File: config.mk
export PLATFORM = sky130hd
export DESIGN_NAME = tvs_weight_mac
export DESIGN_NICKNAME = d
export VERILOG_FILES = /design/src/hdl/tvs_pkg.sv /design/src/hdl/tvs_weight_mac.sv
export SDC_FILE = /design/constraint.sdc
export NUM_CORES = 2
export LEC_CHECK = 0
export BUFFER_PORTS_ARGS = -buffer_cell sky130_fd_sc_hd__buf_2
export CORE_MARGIN = 5
export CORE_UTILIZATION = 60
export DETAILED_ROUTE_END_ITERATION = 8
export GPL_ROUTABILITY_DRIVEN = 0
export PLACE_DENSITY_LB_ADDON = 0.2
export SLEW_MARGIN = 20
export SYNTH_ARGS = -nofsm -noshare
export SYNTH_HDL_FRONTEND = slang
export SYNTH_SLANG_ARGS = --single-unit
File: constraint.sdc
create_clock -name clk -period 11.3 [get_ports clk]
set_input_delay 2.26 -clock clk [delete_from_list [all_inputs] [get_ports clk]]
set_output_delay 2.26 -clock clk [all_outputs]
set_load 0.02 [all_outputs]
File: src/hdl/tvs_pkg.sv
// tvs_pkg: shared types and constants of the trilinear volume sampler.
// No dependencies; imported by every module under hdl/.
package tvs_pkg;

	// Field widths fixed by the interface
	localparam int VAL_W    = 16;  // voxel and sample value
	localparam int VIDX_W   = 18;  // linear voxel index of a write
	localparam int COORD_W  = 15;  // signed fixed-point coordinate
	localparam int CFG_W    = 7;   // size register
	localparam int DIM_W    = 7;   // effective size and integer voxel position
	localparam int LIN_W    = 21;  // linear address computed for a sample
	localparam int APB_AW   = 4;
	localparam int APB_DW   = 32;

	localparam logic [CFG_W-1:0] CFG_RESET = 7'd64;

	// Register map (word index = paddr[3:2])
	localparam logic [1:0] REG_WIDTH  = 2'd0;
	localparam logic [1:0] REG_HEIGHT = 2'd1;
	localparam logic [1:0] REG_DEPTH  = 2'd2;

	// Input transaction kinds
	localparam logic ACT_WRITE  = 1'b0;
	localparam logic ACT_SAMPLE = 1'b1;

	// Neighbour order is {z, y, x}; the last of the eight
	localparam logic [2:0] CORNER_LAST = 3'd7;

	typedef enum logic [4:0] {
		ST_IDLE  = 5'b00001,
		ST_SETUP = 5'b00010,
		ST_READ  = 5'b00100,
		ST_DRAIN = 5'b01000,
		ST_FIN   = 5'b10000
	} state_t;

	// Tag travelling alongside each voxel read through the weighting pipeline
	typedef struct packed {
		logic       vld;
		logic       last;
		logic [2:0] corner;
	} pipe_ctl_t;

endpackage

File: src/hdl/tvs_weight_mac.sv
// tvs_weight_mac: weights each voxel read by wx*wy*wz over three multiply
// stages and accumulates the eight terms. Depends on tvs_pkg.
module tvs_weight_mac #(
	parameter int FRAC_BITS = 8
) (
	input  logic                      clk,
	input  logic                      arst_n,
	input  logic                      clr,
	input  tvs_pkg::pipe_ctl_t        ctl_in,
	input  logic [tvs_pkg::VAL_W-1:0] voxel,
	input  logic [FRAC_BITS-1:0]      frac_x,
	input  logic [FRAC_BITS-1:0]      frac_y,
	input  logic [FRAC_BITS-1:0]      frac_z,
	output logic [tvs_pkg::VAL_W-1:0] result,
	output logic                      done
);
	import tvs_pkg::*;

	localparam int WT_W = FRAC_BITS + 1;
	localparam int M1_W = VAL_W + FRAC_BITS;
	localparam int M2_W = VAL_W + 2 * FRAC_BITS;
	localparam int M3_W = VAL_W + 3 * FRAC_BITS;
	localparam logic [WT_W-1:0] WT_ONE = {1'b1, {FRAC_BITS{1'b0}}};

	pipe_ctl_t ctl_s2, ctl_s3, ctl_s4;
	logic [WT_W-1:0] wx_sel, wy_sel, wz_sel;
	logic [VAL_W+WT_W-1:0] m1_full;
	logic [M1_W+WT_W-1:0]  m2_full;
	logic [M2_W+WT_W-1:0]  m3_full;
	logic [M1_W-1:0] m1_s2;
	logic [M2_W-1:0] m2_s3;
	logic [M3_W-1:0] m3_s4;
	logic [M3_W-1:0] acc_q;

	// Floor neighbour gets one minus the fraction, the upper one the fraction
	assign wx_sel = ctl_in.corner[0] ? {1'b0, frac_x} : WT_ONE - {1'b0, frac_x};
	assign wy_sel = ctl_s2.corner[1] ? {1'b0, frac_y} : WT_ONE - {1'b0, frac_y};
	assign wz_sel = ctl_s3.corner[2] ? {1'b0, frac_z} : WT_ONE - {1'b0, frac_z};

	// One multiplier per stage; products never exceed value * 2^(k*FRAC_BITS)
	assign m1_full = (VAL_W + WT_W)'(voxel) * (VAL_W + WT_W)'(wx_sel);
	assign m2_full = (M1_W + WT_W)'(m1_s2) * (M1_W + WT_W)'(wy_sel);
	assign m3_full = (M2_W + WT_W)'(m2_s3) * (M2_W + WT_W)'(wz_sel);

	// Stage tags
	always_ff @(posedge clk or negedge arst_n) begin
		if (!arst_n) begin
			ctl_s2 <= '0;
			ctl_s3 <= '0;
			ctl_s4 <= '0;
		end else begin
			ctl_s2 <= ctl_in;
			ctl_s3 <= ctl_s2;
			ctl_s4 <= ctl_s3;
		end
	end

	// Products and running sum
	always_ff @(posedge clk) begin
		m1_s2 <= m1_full[M1_W-1:0];
		m2_s3 <= m2_full[M2_W-1:0];
		m3_s4 <= m3_full[M3_W-1:0];
		if (clr) begin
			acc_q <= '0;
		end else if (ctl_s4.vld) begin
			acc_q <= acc_q + m3_s4;
		end
	end

	// Sum of weights is 2^(3*FRAC_BITS): drop the fraction, keep 16 bits
	assign result = acc_q[M3_W-1 -: VAL_W];
	assign done   = ctl_s4.vld & ctl_s4.last;

endmodule
==> results.cfg <==
[drt]
antenna_left = 0
highest_layer = met4
avgRoutedWirePerCell_um = 15.7
wl_met3_um = 2250
via_count = 19100
drt_iter0_drc = 1105
vias_per_cell = 5.38
route.detailed.drc = 0
routed_wl_um = 55800
met1_length_um = 23400
wl_met2_um = 28600
first_pass_iters = 5

[hold_path]
hold_path_end = ctl_s4[4]
hold_depth = 0
hold_class = register to register
hp-start = ctl_s3[4]

[cts]
worstSkewPairLatency_ns = 0.48
post_cts_buffers = 0
cts_hold_buf = 0
clock-sinks = 145
clk_pin_slew_ns = 0.06
cts_buffers = 17
cts.htree.levels = 4
cts_tree = built
cts_buffer_depth = 2
root_buffer = clkbuf_16
cts_resized = 0

[yosys]
synth_cell_types = 75
synth_top_area_frac = 0.358
synth-seq-cells = 145
yosysSeqAreaShare = 0.114
avgSynthCellArea_um2 = 8.74
synth_top_flop_cell = dfxtp_1
yosysWarnings = 0
synth_edf_count = 0
syn_nets = 3668
synthArstFlopShare = 0.0621
yosysTopAreaCell = fa_1
synth.area.top_cells = fa_1, dfxtp_1, ha_1
netlist_instances = 2962
syn_area_mm2 = 0.0259

[finish]
fin_util = 0.638
antenna_cells = 0
final_cells = 3554
nNetsFinal = 3662
area_growth_pct = 5.65
layout-drive-gt1-share = 0.0542
nFillCells = 3620

[critical_path]
crit_chain = buf_2, inv_1, ha_1, nor2_1, xor2_2, nand2_1, fa_1, inv_1, fa_1, fa_1, inv_1, fa_1, inv_1, ha_1, a211oi_2, o211ai_2, a31oi_4, a211o_1, a21oi_2, o41ai_4, o21ai_2, a221oi_2, xnor2_1
r2r_cells = 20
crit_type = input port to register
reg2reg_from = ctl_s3[2]
setup.worst_path.end_class = register
arrival_ns = 8.43
cp-start-kind = input port
crit_family = adder cells
crit_required_ns = 11.71
cp_max_fo = 20
critPathMaxStageDelay_ns = 0.88
cpMaxStageDelayCell = xor2_2
critPathBufInv = 5
rr_endpoint = m3_s4[39]
r2r_setup_slack_ns = 5.01

[timing]
period_minus_slack_ns = 8.02
finalMaxSlewViolations = 0
slew_headroom = 0.251
rsz0062_at_grt = no
fin_tns_setup_ns = 0
timing.final.ws_setup_ns = 3.28
tightest_slew_ns = 1.12
timing.final.crit_share = 0.709
hold_viol = 0
fin_skew_ns = 0.0111
fmax_ghz = 0.125
setup_viol = 0

[job]
drv_cap = 0

[floorplan]
dieHeight_um = 218
start_util = 0.604
rows = 76
fp.coreArea_mm2 = 0.0429
die-area_mm2 = 0.0474
die_w_um = 218
ioPinCount = 65

[placement]
io_buffers = 64
place_ws_ns = 2.76
placed_cells = 3522
dp_hpwl_um = 45300

[global_routing]
grt_pass1_vias = 21300
antenna_found_initial = 0
grt_max_degree = 47
grt_usage = 0.252
grt.overflow.total = 0
grt_pass1_wl_um = 98500

[status]
status = finished, final reports clean
[worst register-to-register path, cell delays in order (launching register included)]
cell and delay (ns):
dfrtp_1 0.46, nor2_1 0.22, xor2_2 0.88, nand2_1 0.18, fa_1 0.52, inv_1 0.05, fa_1 0.48, fa_1 0.56
inv_1 0.05, fa_1 0.47, inv_1 0.04, ha_1 0.36, a211oi_2 0.23, o211ai_2 0.18, a31oi_4 0.26, a211o_1 0.22
a21oi_2 0.10, o41ai_4 0.40, o21ai_2 0.15, a221oi_2 0.26, xnor2_1 0.14
[cells by family after synthesis]
group | count (synthesis) | share of synthesized area
multiplexers | 16 | 0.00633
AO/OA/AOI/OAI | 351 | 0.0899
flip-flops | 145 | 0.114
AND/OR/NAND/NOR | 969 | 0.191
buffers and inverters | 692 | 0.103
XOR/XNOR | 131 | 0.0443
adder cells (fa/ha/maj) | 658 | 0.452
[layout by cell type (no fill, tap or decap), types with 4 or more instances in the layout]
cell type,netlist,final
nand4_1,18,18
nor2b_1,137,137
buf_4,16,23
ha_1,195,195
a21oi_1,114,114
and2_1,255,255
o22ai_1,6,6
nand3_1,23,23
a211oi_1,15,15
inv_1,579,579
inv_6,0,4
or2_2,5,5
a211oi_2,4,4
nor2_1,111,111
o21a_1,12,12
dfrtp_1,9,9
xnor2_1,81,76
fa_1,463,463
nand2b_1,19,19
o21bai_1,13,13
dfxtp_1,136,136
xor2_1,50,48
o21ai_0,47,47
clkbuf_16,0,17
nand3b_1,5,5
a21o_1,59,59
or3_1,7,7
mux2i_1,13,13
buf_2,0,64
o21ai_1,18,18
nand2_1,336,336
nor3_1,29,29
a31oi_1,10,10
and3_1,7,7
[flip-flops by register name, summed over array words and instances, names as in the netlist]
register  count
ctl_s3        3
ctl_s4        2
m2_s3        32
acc_q        40
m3_s4        40
ctl_s2        4
m1_s2        24
[per-layer routing]
metal,GRT usage,vias to the layer above
li1,-,9052
met1,0.309,9489
met2,0.453,459
met3,0.0382,113
met4,0.0925,0
met5,0,-
[worst max path at each step]
stage	startpoint	endpoint	slack, ns	cells after the start
after floorplan	frac_z[0]	m3_s4[39]	3.32	26
after global placement	frac_z[0]	m3_s4[34]	2.91	23
after detailed placement	frac_z[0]	m3_s4[39]	2.76	23
after CTS	frac_z[0]	m3_s4[39]	3.27	23
after global routing	frac_y[0]	m2_s3[29]	2.92	25
final	frac_z[0]	m3_s4[39]	3.28	23
[stage by stage]
step	hold WS, ns	area, um2
finish	0.349	27300
global route	0.359	27300
CTS	0.351	27300
detailed placement	0.336	26700
global placement	0.331	26700
floorplan	0.331	25900
[Yosys cell counts (all sizes together) (3+ instances only)]
cell	count
nor2	111
nor3	29
nand2b	19
a21o	59
a31o	6
mux2i	13
nor2b	137
fa	463
or3	7
and2	255
nand2	336
nand3b	5
a31oi	11
xnor2	81
a21boi	5
dfxtp	136
mux2	3
or3b	3
and3	7
clkbuf	77
a2111oi	4
o21ai	67
or2	5
nand4	18
nor4b	3
buf	35
o21a	12
ha	195
o21bai	13
o211ai	4
xor2	50
a21oi	118
nand3	23
o41ai	3
inv	579
dfrtp	9
a211oi	19
o22ai	6
nor4	5
[cell type report]
class | count | area [um2] | area share
tap | 585 | 732 | 0.0268
multi-input combinational | 2125 | 20400 | 0.745
clock buffer | 20 | 467 | 0.0171
timing repair buffer | 87 | 493 | 0.0180
clock inverter | 12 | 170 | 0.00622
inverter | 580 | 2180 | 0.0796
sequential | 145 | 2950 | 0.108
Power is left out: the tool's default activity adds up to more than one toggle a clock period on the data nets, which glitch-free logic cannot reach.
